### src/sv/stpdp_pkg.sv
`timescale 1ns / 1ps
// Shared types and constants for the stepper step/direction pulser.
// No dependencies; used by every module of the block.
package stpdp_pkg;

    localparam int DELAY_WIDTH_DEF    = 16;
    localparam int POSITION_WIDTH_DEF = 32;
    localparam int STEPS_WIDTH        = 16;
    localparam int TICKS_WIDTH        = 16;
    localparam int POS_OUT_WIDTH      = 32;
    localparam int CFG_IDX_WIDTH      = 2;
    localparam int CFG_DATA_WIDTH     = 16;

    // command codes carried in the mode field
    typedef enum logic [1:0] {
        MODE_TICK    = 2'd0,
        MODE_MOVE    = 2'd1,
        MODE_ENABLE  = 2'd2,
        MODE_DISABLE = 2'd3
    } t_mode;

    // configuration register indexes
    localparam logic [CFG_IDX_WIDTH-1:0] CFG_CATHODE_MODE      = 2'd0;
    localparam logic [CFG_IDX_WIDTH-1:0] CFG_REVERSE_DIRECTION = 2'd1;
    localparam logic [CFG_IDX_WIDTH-1:0] CFG_HALF_STEP_TICKS   = 2'd2;

    typedef struct packed {
        logic                          cathode_mode;
        logic                          reverse_direction;
        logic [TICKS_WIDTH-1:0]        half_step_ticks;
    } t_cfg;

    typedef struct packed {
        logic [1:0]                    mode;
        logic signed [STEPS_WIDTH-1:0] steps;
    } t_in_beat;

    typedef struct packed {
        logic                            step_level;
        logic                            dir_level;
        logic                            enable_level;
        logic                            busy_res;
        logic                            accepted;
        logic signed [POS_OUT_WIDTH-1:0] position;
    } t_out_beat;

endpackage

### src/sv/stepper_step_dir_pulser_top.sv
`timescale 1ns / 1ps
// Stepper step/direction pulser, top level. An input beat goes through the input
// register, then the state update into the result register, to the result beat.
// Throughput: one beat per cycle while the result side is not stalled.
// Synchronous active-low reset: config to cathode mode, no reversal, zero
// period; motor disabled, idle, position zero. Depends on stpdp_pkg, stpdp_cfg,
// stpdp_core.
module stepper_step_dir_pulser_top #(
    parameter int DELAY_WIDTH    = stpdp_pkg::DELAY_WIDTH_DEF,
    parameter int POSITION_WIDTH = stpdp_pkg::POSITION_WIDTH_DEF
) (
    input  logic                                 i_clk,
    input  logic                                 i_rst_n,
    input  logic                                 i_cfg_we,
    input  logic [stpdp_pkg::CFG_IDX_WIDTH-1:0]  i_cfg_index,
    input  logic [stpdp_pkg::CFG_DATA_WIDTH-1:0] i_cfg_data,
    input  logic                                 i_in_valid,
    output logic                                 o_in_ready,
    input  stpdp_pkg::t_in_beat                  i_in_beat,
    output logic                                 o_out_valid,
    input  logic                                 i_out_ready,
    output stpdp_pkg::t_out_beat                 o_out_beat
);

    stpdp_pkg::t_cfg      w_cfg;
    stpdp_pkg::t_out_beat w_result;
    stpdp_pkg::t_in_beat  r_in_beat;
    stpdp_pkg::t_out_beat r_out_beat;
    logic                 r_in_valid;
    logic                 r_out_valid;
    logic                 w_out_free;
    logic                 w_fire;

    // result slot free when empty or being drained this cycle
    assign w_out_free = !r_out_valid || i_out_ready;
    assign w_fire     = r_in_valid && w_out_free;
    assign o_in_ready = !r_in_valid || w_out_free;

    stpdp_cfg u_cfg (
        .i_clk       (i_clk),
        .i_rst_n     (i_rst_n),
        .i_cfg_we    (i_cfg_we),
        .i_cfg_index (i_cfg_index),
        .i_cfg_data  (i_cfg_data),
        .o_cfg       (w_cfg)
    );

    stpdp_core #(
        .DELAY_WIDTH    (DELAY_WIDTH),
        .POSITION_WIDTH (POSITION_WIDTH)
    ) u_core (
        .i_clk    (i_clk),
        .i_rst_n  (i_rst_n),
        .i_fire   (w_fire),
        .i_beat   (r_in_beat),
        .i_cfg    (w_cfg),
        .o_result (w_result)
    );

    always_ff @(posedge i_clk) begin
        if (!i_rst_n) begin
            r_in_valid  <= 1'b0;
            r_out_valid <= 1'b0;
        end else begin
            if (o_in_ready) begin
                r_in_valid <= i_in_valid;
            end
            if (w_out_free) begin
                r_out_valid <= r_in_valid;
            end
        end
    end

    always_ff @(posedge i_clk) begin
        if (i_in_valid && o_in_ready) begin
            r_in_beat <= i_in_beat;
        end
        if (w_fire) begin
            r_out_beat <= w_result;
        end
    end

    assign o_out_valid = r_out_valid;
    assign o_out_beat  = r_out_beat;

endmodule

### src/sv/stpdp_cfg.sv
`timescale 1ns / 1ps
// Configuration register file: polarity, direction reversal, half-step period.
// Depends on stpdp_pkg.
module stpdp_cfg (
    input  logic                                 i_clk,
    input  logic                                 i_rst_n,
    input  logic                                 i_cfg_we,
    input  logic [stpdp_pkg::CFG_IDX_WIDTH-1:0]  i_cfg_index,
    input  logic [stpdp_pkg::CFG_DATA_WIDTH-1:0] i_cfg_data,
    output stpdp_pkg::t_cfg                      o_cfg
);

    stpdp_pkg::t_cfg r_cfg;

    always_ff @(posedge i_clk) begin
        if (!i_rst_n) begin
            r_cfg.cathode_mode      <= 1'b1;
            r_cfg.reverse_direction <= 1'b0;
            r_cfg.half_step_ticks   <= '0;
        end else if (i_cfg_we) begin
            case (i_cfg_index)
                stpdp_pkg::CFG_CATHODE_MODE: begin
                    r_cfg.cathode_mode <= i_cfg_data[0];
                end
                stpdp_pkg::CFG_REVERSE_DIRECTION: begin
                    r_cfg.reverse_direction <= i_cfg_data[0];
                end
                stpdp_pkg::CFG_HALF_STEP_TICKS: begin
                    r_cfg.half_step_ticks <= i_cfg_data[stpdp_pkg::TICKS_WIDTH-1:0];
                end
                default: begin
                end
            endcase
        end
    end

    assign o_cfg = r_cfg;

endmodule

### src/sv/stpdp_core.sv
`timescale 1ns / 1ps
// Motor state (phase, half-period counter, pulse count, position) and the
// combinational update for one command beat. Depends on stpdp_pkg.
module stpdp_core #(
    parameter int DELAY_WIDTH    = stpdp_pkg::DELAY_WIDTH_DEF,
    parameter int POSITION_WIDTH = stpdp_pkg::POSITION_WIDTH_DEF
) (
    input  logic                 i_clk,
    input  logic                 i_rst_n,
    input  logic                 i_fire,
    input  stpdp_pkg::t_in_beat  i_beat,
    input  stpdp_pkg::t_cfg      i_cfg,
    output stpdp_pkg::t_out_beat o_result
);

    localparam int SW      = stpdp_pkg::STEPS_WIDTH;
    localparam int POS_EXT = (POSITION_WIDTH > stpdp_pkg::POS_OUT_WIDTH) ?
                             POSITION_WIDTH : stpdp_pkg::POS_OUT_WIDTH;

    typedef enum logic [3:0] {
        PH_IDLE   = 4'b0001,
        PH_LEAD   = 4'b0010,
        PH_ACTIVE = 4'b0100,
        PH_GAP    = 4'b1000
    } t_phase;

    t_phase                      r_phase,   n_phase;
    logic                        r_enabled, n_enabled;
    logic                        r_ccw,     n_ccw;
    logic [DELAY_WIDTH-1:0]      r_delay,   n_delay;
    logic [SW-1:0]               r_left,    n_left;
    logic signed [SW-1:0]        r_amount,  n_amount;
    logic signed [POSITION_WIDTH-1:0] r_pos, n_pos;

    logic                        w_accepted;
    logic [DELAY_WIDTH-1:0]      w_reload;
    logic [SW-1:0]               w_left_dec;
    logic signed [POS_EXT-1:0]   w_pos_ext;

    assign w_reload   = DELAY_WIDTH'(i_cfg.half_step_ticks);
    assign w_left_dec = r_left - SW'(1);

    always_comb begin
        n_phase    = r_phase;
        n_enabled  = r_enabled;
        n_ccw      = r_ccw;
        n_delay    = r_delay;
        n_left     = r_left;
        n_amount   = r_amount;
        n_pos      = r_pos;
        w_accepted = 1'b0;
        case (i_beat.mode)
            stpdp_pkg::MODE_TICK: begin
                if (r_phase != PH_IDLE) begin
                    if (r_delay > DELAY_WIDTH'(1)) begin
                        n_delay = r_delay - DELAY_WIDTH'(1);
                    end else begin
                        case (r_phase)
                            PH_LEAD: begin
                                n_phase = PH_ACTIVE;
                                n_delay = w_reload;
                            end
                            PH_ACTIVE: begin
                                n_phase = PH_GAP;
                                n_delay = w_reload;
                            end
                            PH_GAP: begin
                                n_left = w_left_dec;
                                if (w_left_dec != '0) begin
                                    n_phase = PH_ACTIVE;
                                    n_delay = w_reload;
                                end else begin
                                    // last pulse done: commit the move
                                    n_pos    = r_pos + POSITION_WIDTH'(r_amount);
                                    n_phase  = PH_IDLE;
                                    n_delay  = '0;
                                    n_amount = '0;
                                end
                            end
                            default: begin
                            end
                        endcase
                    end
                end
            end
            stpdp_pkg::MODE_MOVE: begin
                if (r_phase == PH_IDLE && r_enabled && i_cfg.half_step_ticks != '0 &&
                    i_beat.steps != '0) begin
                    n_ccw      = i_beat.steps[SW-1];
                    // magnitude; the most negative count wraps to itself
                    n_left     = i_beat.steps[SW-1] ? (SW'(0) - SW'(i_beat.steps))
                                                    : SW'(i_beat.steps);
                    n_amount   = i_beat.steps;
                    n_phase    = PH_LEAD;
                    n_delay    = w_reload;
                    w_accepted = 1'b1;
                end
            end
            stpdp_pkg::MODE_ENABLE: begin
                if (r_phase == PH_IDLE) begin
                    n_enabled  = 1'b1;
                    w_accepted = 1'b1;
                end
            end
            default: begin
                if (r_phase == PH_IDLE) begin
                    n_enabled  = 1'b0;
                    w_accepted = 1'b1;
                end
            end
        endcase
    end

    always_ff @(posedge i_clk) begin
        if (!i_rst_n) begin
            r_phase   <= PH_IDLE;
            r_enabled <= 1'b0;
            r_ccw     <= 1'b0;
            r_delay   <= '0;
            r_left    <= '0;
            r_amount  <= '0;
            r_pos     <= '0;
        end else if (i_fire) begin
            r_phase   <= n_phase;
            r_enabled <= n_enabled;
            r_ccw     <= n_ccw;
            r_delay   <= n_delay;
            r_left    <= n_left;
            r_amount  <= n_amount;
            r_pos     <= n_pos;
        end
    end

    assign w_pos_ext = POS_EXT'(n_pos);

    always_comb begin
        o_result.step_level   = (n_phase == PH_ACTIVE) ? i_cfg.cathode_mode
                                                       : ~i_cfg.cathode_mode;
        o_result.dir_level    = i_cfg.cathode_mode ^ i_cfg.reverse_direction ^ n_ccw;
        o_result.enable_level = i_cfg.cathode_mode ^ n_enabled;
        o_result.busy_res     = (n_phase != PH_IDLE);
        o_result.accepted     = w_accepted;
        o_result.position     = w_pos_ext[stpdp_pkg::POS_OUT_WIDTH-1:0];
    end

endmodule

### config.mk
export PLATFORM = sky130hd
export DESIGN_NAME = stepper_step_dir_pulser_top
export DESIGN_NICKNAME = d
export VERILOG_FILES = /design/src/sv/stpdp_pkg.sv /design/src/sv/stepper_step_dir_pulser_top.sv /design/src/sv/stpdp_cfg.sv /design/src/sv/stpdp_core.sv
export SDC_FILE = /design/constraint.sdc
export NUM_CORES = 1
export LEC_CHECK = 0
export BUFFER_PORTS_ARGS = -buffer_cell sky130_fd_sc_hd__buf_2
export CAP_MARGIN = 25
export CORE_ASPECT_RATIO = 1.1
export CORE_MARGIN = 2
export CORE_UTILIZATION = 25
export DETAILED_ROUTE_END_ITERATION = 8
export PLACE_DENSITY = 0.42
export SLEW_MARGIN = 20
export SYNTH_ARGS = -nofsm -noshare
export SYNTH_HDL_FRONTEND = slang
export SYNTH_SLANG_ARGS = --single-unit
### constraint.sdc
create_clock -name i_clk -period 2.7 [get_ports i_clk]
set_input_delay 0.405 -clock i_clk [delete_from_list [all_inputs] [get_ports i_clk]]
set_output_delay 0.405 -clock i_clk [all_outputs]
set_load 0.02 [all_outputs]
Word level (Yosys, flattened, before mapping)
Index checks and enable logic that the tools add are counted.
{"block": "word_totals", "reg_bits": 161, "inputBits": 41, "output_inout_bits": 39, "word_cells": 107}
{"block": "op_classes", "add_sub_neg": 4, "magnitude_cmp": 1, "n_eq_ne": 17, "muxes": 38, "bitwise_logic": 4, "reduce_logical": 23}
{"op": "$mux 16", "count": 14}
{"op": "$mux 32", "count": 5}
{"op": "$pmux 16 s2", "count": 4}
{"op": "$reduce_bool 16->1", "count": 3}
{"op": "$add 32x16->32", "count": 1}
{"op": "$sub 16x1->16 const B", "count": 2}
{"op": "$gt 16x1->1 const B", "count": 1}
{"op": "$sub 1x16->16 const A", "count": 1}
{"op": "$mux 4", "count": 3}
{"op": "$pmux 4 s3", "count": 1}
{"op": "$eq 4x3->1 const B", "count": 2}
{"op": "$ne 4x1->1 const B", "count": 2}
{"op": "$pmux 4 s2", "count": 1}
{"op": "$mux 1", "count": 7}
{"op": "$reduce_and 7->1", "count": 1}
{"op": "$ne 2x2->1 const B", "count": 3}
{"op": "$reduce_and 2->1", "count": 3}
{"op": "$reduce_and 6->1", "count": 1}
{"op": "$logic_and 1x1->1", "count": 5}
{"op": "$reduce_and 5->1", "count": 1}
{"op": "$eq 2x1->1 const B", "count": 2}
{"op": "$eq 2x2->1 const B", "count": 2}
{"op": "$eq 4x1->1 const B", "count": 1}
{"op": "$eq 4x2->1 const B", "count": 1}
{"op": "other kinds (12)", "count": 20}

Longest topological paths before layout
{"block": "depth", "word_depth": 9, "mapped_depth": 13, "depth_no_buf": 12}

By module
From an unflattened synthesis, not the netlist that was laid out.
{"block": "hier_totals", "hier_cells": 1086, "area_unflattened_um2": 9614.2}
{"module": "stpdp_core", "n_inst": 1, "cells_per_inst": 942, "area_per_inst_um2": 7109.3, "seq_area_each_um2": 1721.7}
{"module": "stepper_step_dir_pulser_top", "n_inst": 1, "cells_per_inst": 64, "area_per_inst_um2": 1755.4, "seq_area_each_um2": 1691.6}
{"module": "stpdp_cfg", "n_inst": 1, "cells_per_inst": 80, "area_per_inst_um2": 749.5, "seq_area_each_um2": 360.3}

Least setup slack after synthesis
No wires, ideal clock.
{"block": "synth_timing", "kind": "reg-to-reg", "from": "register u_core.r_amount[15]", "to": "register r_out_beat, in the netlist o_out_beat[31] (data pin)", "setup_ns": 0.260, "arrival_time_ns": 2.761, "t_required_ns": 2.440, "path_slack_ns": -0.321, "stages_incl_launch_ff": 12, "path_buffers": 1, "synth_period_minus_slack_ns": 3.021, "cell_sequence": "dfxtp_1 > ha_1 > clkbuf_1 > a21oi_1 > o21ai_0 > a2111oi_0 > o31a_1 > o21ai_1 > a211oi_1 > xor2_1 > nor2_1 > xor2_1"}
{"block": "synth_between", "elab_chain_cells": 6}
{"item": "from (decl)", "line": "stpdp_core.sv:32", "rtl": "logic signed [SW-1:0] r_amount, n_amount;"}
{"item": "from (signal assigned)", "line": "stpdp_core.sv:129", "rtl": "r_amount <= n_amount;"}
{"item": "$add 32x16->32", "line": "stpdp_core.sv:74", "rtl": "n_pos = r_pos + POSITION_WIDTH'(r_amount);"}
{"item": "$mux 32", "line": "stpdp_core.sv:69", "rtl": "if (w_left_dec != '0) begin"}
{"item": "$mux 32", "line": "stpdp_core.sv:58", "rtl": "case (r_phase)"}
{"item": "$mux 32", "line": "stpdp_core.sv:55", "rtl": "if (r_delay > DELAY_WIDTH'(1)) begin"}
{"item": "$mux 32", "line": "stpdp_core.sv:54", "rtl": "if (r_phase != PH_IDLE) begin"}
{"item": "$mux 32", "line": "stpdp_core.sv:52", "rtl": "case (i_beat.mode)"}
{"item": "net u_core.n_pos[31]", "line": "stpdp_core.sv:33", "rtl": "logic signed [POSITION_WIDTH-1:0] r_pos, n_pos;"}
{"item": "to (signal assigned)", "line": "stepper_step_dir_pulser_top.sv:79", "rtl": "r_out_beat <= w_result;"}
{"item": "to (decl)", "line": "stepper_step_dir_pulser_top.sv:28", "rtl": "stpdp_pkg::t_out_beat r_out_beat;"}
The timed path passes the listed nets, and every way through them passes these cells.
A chain may end at the register's enable or synchronous reset.

==> flow_summary.json <==
{
  "worst-setup-path-type": "flop to flop",
  "p_switching_mw": 1.36,
  "tritoncts": "yes",
  "cts_num_sinks": 161,
  "yosys_warnings": 0,
  "rows": 72,
  "routed_wl_mm": 29.8,
  "powerDensity_mw_per_mm2": 400,
  "yosysTopAreaCell": "dfxtp_1",
  "antenna_found_initial": 0,
  "synth_commonest_cells": "145 x nand2_1, 106 x dfxtp_1, 91 x nor2_1",
  "cts_hold_buf": 0,
  "clkTransAtPathRegs_ns": 0.07,
  "crit_path_end_kind": "flop",
  "slew_headroom": 0.541,
  "violations": "negative setup slack",
  "cts_buffer_depth": 2,
  "m1WireLength_mm": 13.7,
  "die_area_sq_mm": 0.0376,
  "grt_max_degree": 41,
  "drt_iter0_drc": 400,
  "insertion_delay_ns": 0.45,
  "cpMostUsedCell": "or4_4",
  "p_int_mw": 4.26,
  "synth_enable_flop_cells": 55,
  "overflow": 0,
  "dp.cells": 1752,
  "grt_pass1_vias": 8568,
  "synth_top_area_share": 0.235,
  "crit_required_ns": 2.88,
  "ys.flop_type": "dfxtp_1",
  "worstMarginPinSlew_ns": 0.689,
  "hold_slack_ns": 0.133,
  "cp-start-kind": "flop",
  "dp_hpwl_mm": 20.2,
  "ir_drop_v": 0.000430,
  "finalHoldViolations": 0,
  "cts-buffers-inserted": 17,
  "postPlaceCellArea_sq_mm": 0.0114,
  "initial_utilization": 0.255,
  "total_power_mw": 5.62,
  "syn_inst": 1059,
  "antenna_cells": 0,
  "clockPowerShare": 0.455,
  "syn-num-nets": 1137,
  "timing.final.ws_setup_ns": -0.203,
  "ant_nets": 0,
  "area_delta_synth_final_pct": 55.6,
  "grt_setup_unrepaired": "true",
  "die_w_microns": 185,
  "cp_max_fo": 4,
  "core-area_sq_mm": 0.0354,
  "grt_usage": 0.157,
  "wl_per_cell_microns": 16.2,
  "leakage_nw": 5.45,
  "route.detailed.drc": 0,
  "root_buffer": "clkbuf_16",
  "cap_violations": 0,
  "route.met2.wl_mm": 14.6,
  "yosysMostFrequentCell": "nand2_1",
  "crit_chain": "or4_4, or4_4, or3_4, nor3_4, nand2_2, buf_4, o21ai_0, nand2_1, nand4b_1, xor2_1",
  "grt_pass1_wl_mm": 46.0,
  "io_buffers": 79,
  "fp.dieH_microns": 203,
  "ioPinCount": 80,
  "fin_cells": 1843,
  "final_nets": 1427,
  "wl_met3_microns": 987,
  "ys_ff_latch": 161,
  "drt_first_pass_iters": 5,
  "fin_skew_ns": 0.0119,
  "ys_seq_area_frac": 0.418,
  "fmax_mhz": 344,
  "slowest_stage": "or4_4",
  "fill_cells": 3540,
  "max_stage_delay_ns": 0.53,
  "synth_area_leaders": "dfxtp_1 24%, edfxtp_1 18%, nand2_1 6.0%",
  "netlist_area_sq_mm": 0.00902,
  "highest_layer": "met4",
  "stdcell_area_sq_mm": 0.0140,
  "synth_area_per_cell_sq_um": 8.52,
  "drv_slew": 0,
  "power_frac_comb": 0.083,
  "synthArstFlopShare": 0,
  "gp_congestion": 0.814,
  "finalCritPeriodShare": 1.08,
  "fin_crit_ns": 2.90,
  "drive_above_1_share": 0.457,
  "pwr-share-seq": 0.462,
  "final-setup-viol-count": 83,
  "vias": 8702,
  "yosysUniqueCellTypes": 77,
  "cts_htree_levels": 4,
  "min_path_type": "primary input to flop",
  "p_sw_frac": 0.242,
  "worstPathArrival_ns": 3.08,
  "via_per_inst": 4.72,
  "status": "finished with violations"
}
==> layer usage <==
metal,GRT usage,vias to the layer above
li1,-,4415
met3,0.0238,38
met1,0.206,4125
met2,0.263,124
met5,0,-
met4,0.0485,0
==> stage by stage <==
step / worst slack [ns] / utilization / TNS [ns]
2_1_floorplan: -0.194 / - / -0.269
3_3_place_gp: -0.393 / 0.322 / -21.80
3_5_place_dp: -0.451 / 0.322 / -26.02
4_1_cts: -0.228 / 0.363 / -5.45
5_1_grt: -0.319 / 0.397 / -15.11
6_report: -0.203 / 0.397 / -5.65
==> worst max-delay path: cells and delay by family, from the launching register on <==
| kind | cells | cell delay, ns |
|---|---|---|
| compound gates | 1 | 0.08 |
| buf+inv | 1 | 0.14 |
| flops | 1 | 0.32 |
| simple gates | 7 | 1.94 |
| xor+xnor | 1 | 0.16 |
==> timing repair <==
| action | 4_1_cts | 5_1_grt |
|---|---|---|
| setup endpoints to repair | 112 | 114 |
| buffers inserted | 37 | 21 |
| pin swaps | 55 | 147 |
| gates cloned | 2 | 5 |
| gates resized for setup | 136 | 244 |
==> area by class of cell <==
cell class,count,area [sq um],area share
clock buffer,22,474,0.0338
clock inverter,10,131,0.00935
inverter,21,80.1,0.00570
multi-input combinational,820,6280,0.447
sequential,161,3800,0.271
tap,481,602,0.0428
timing repair buffer,328,2680,0.191
==> power groups by stage <==
stage / clock, mW / sequential [mW] / combinational, mW
after floorplan: 0 / 2.69 / 0.183
after global placement: 0 / 2.65 / 0.407
after detailed placement: 0 / 2.65 / 0.408
after CTS: 2.63 / 2.60 / 0.429
after global routing: 2.73 / 2.60 / 0.507
final: 2.56 / 2.60 / 0.466
==> sequential cells by signal, indices dropped and copies added (netlist names) <==
name and cells:
o_out_beat 37, o_out_valid 1, r_in_beat 18, r_in_valid 1
u_cfg.o_cfg 18, u_core.r_amount 16, u_core.r_ccw 1, u_core.r_delay 16
u_core.r_enabled 1, u_core.r_left 16, u_core.r_phase 4, u_core.r_pos 32
==> worst paths after layout <==
kind / slack (ns) / depth (start not counted) / from / to
min reg2reg: 0.47 / 2 / u_core.r_amount[11] / u_core.r_amount[11]
max reg2reg: -0.20 / 10 / u_core.r_delay[11] / o_out_beat[36]
min: 0.13 / 1 / i_in_beat[14] / r_in_beat[14]
max: -0.20 / 10 / u_core.r_delay[11] / o_out_beat[36]
==> kinds of logic after synthesis <==
group | share of synthesized area
compound gates | 0.213
simple gates | 0.213
xor+xnor | 0.0582
mux | 0.0118
flops | 0.418
fa+ha+maj | 0.0521
buf+inv | 0.0334
==> layout by cell type (no fill, tap or decap), types with 8 or more instances in the layout <==
master / n
buf_6: 36
nand2_1: 113
a21oi_2: 32
nand2b_1: 8
o21ai_0: 40
nor3_1: 19
edfxtp_1: 55
buf_2: 79
dfxtp_2: 15
buf_12: 15
buf_4: 191
a21o_1: 15
dfxtp_1: 89
a21oi_1: 55
xor2_1: 33
a211oi_2: 12
a22oi_2: 8
nand3_4: 8
o21ai_2: 28
nand3_2: 12
o21ai_1: 22
and2_4: 17
o21a_1: 21
nand3_1: 12
nand2_4: 15
xnor2_1: 23
nand2_2: 18
nor4_1: 15
ha_1: 26
inv_1: 15
ha_4: 10
clkbuf_16: 21
nor2_1: 82
Note: power is estimated with default switching activity, not from simulation.
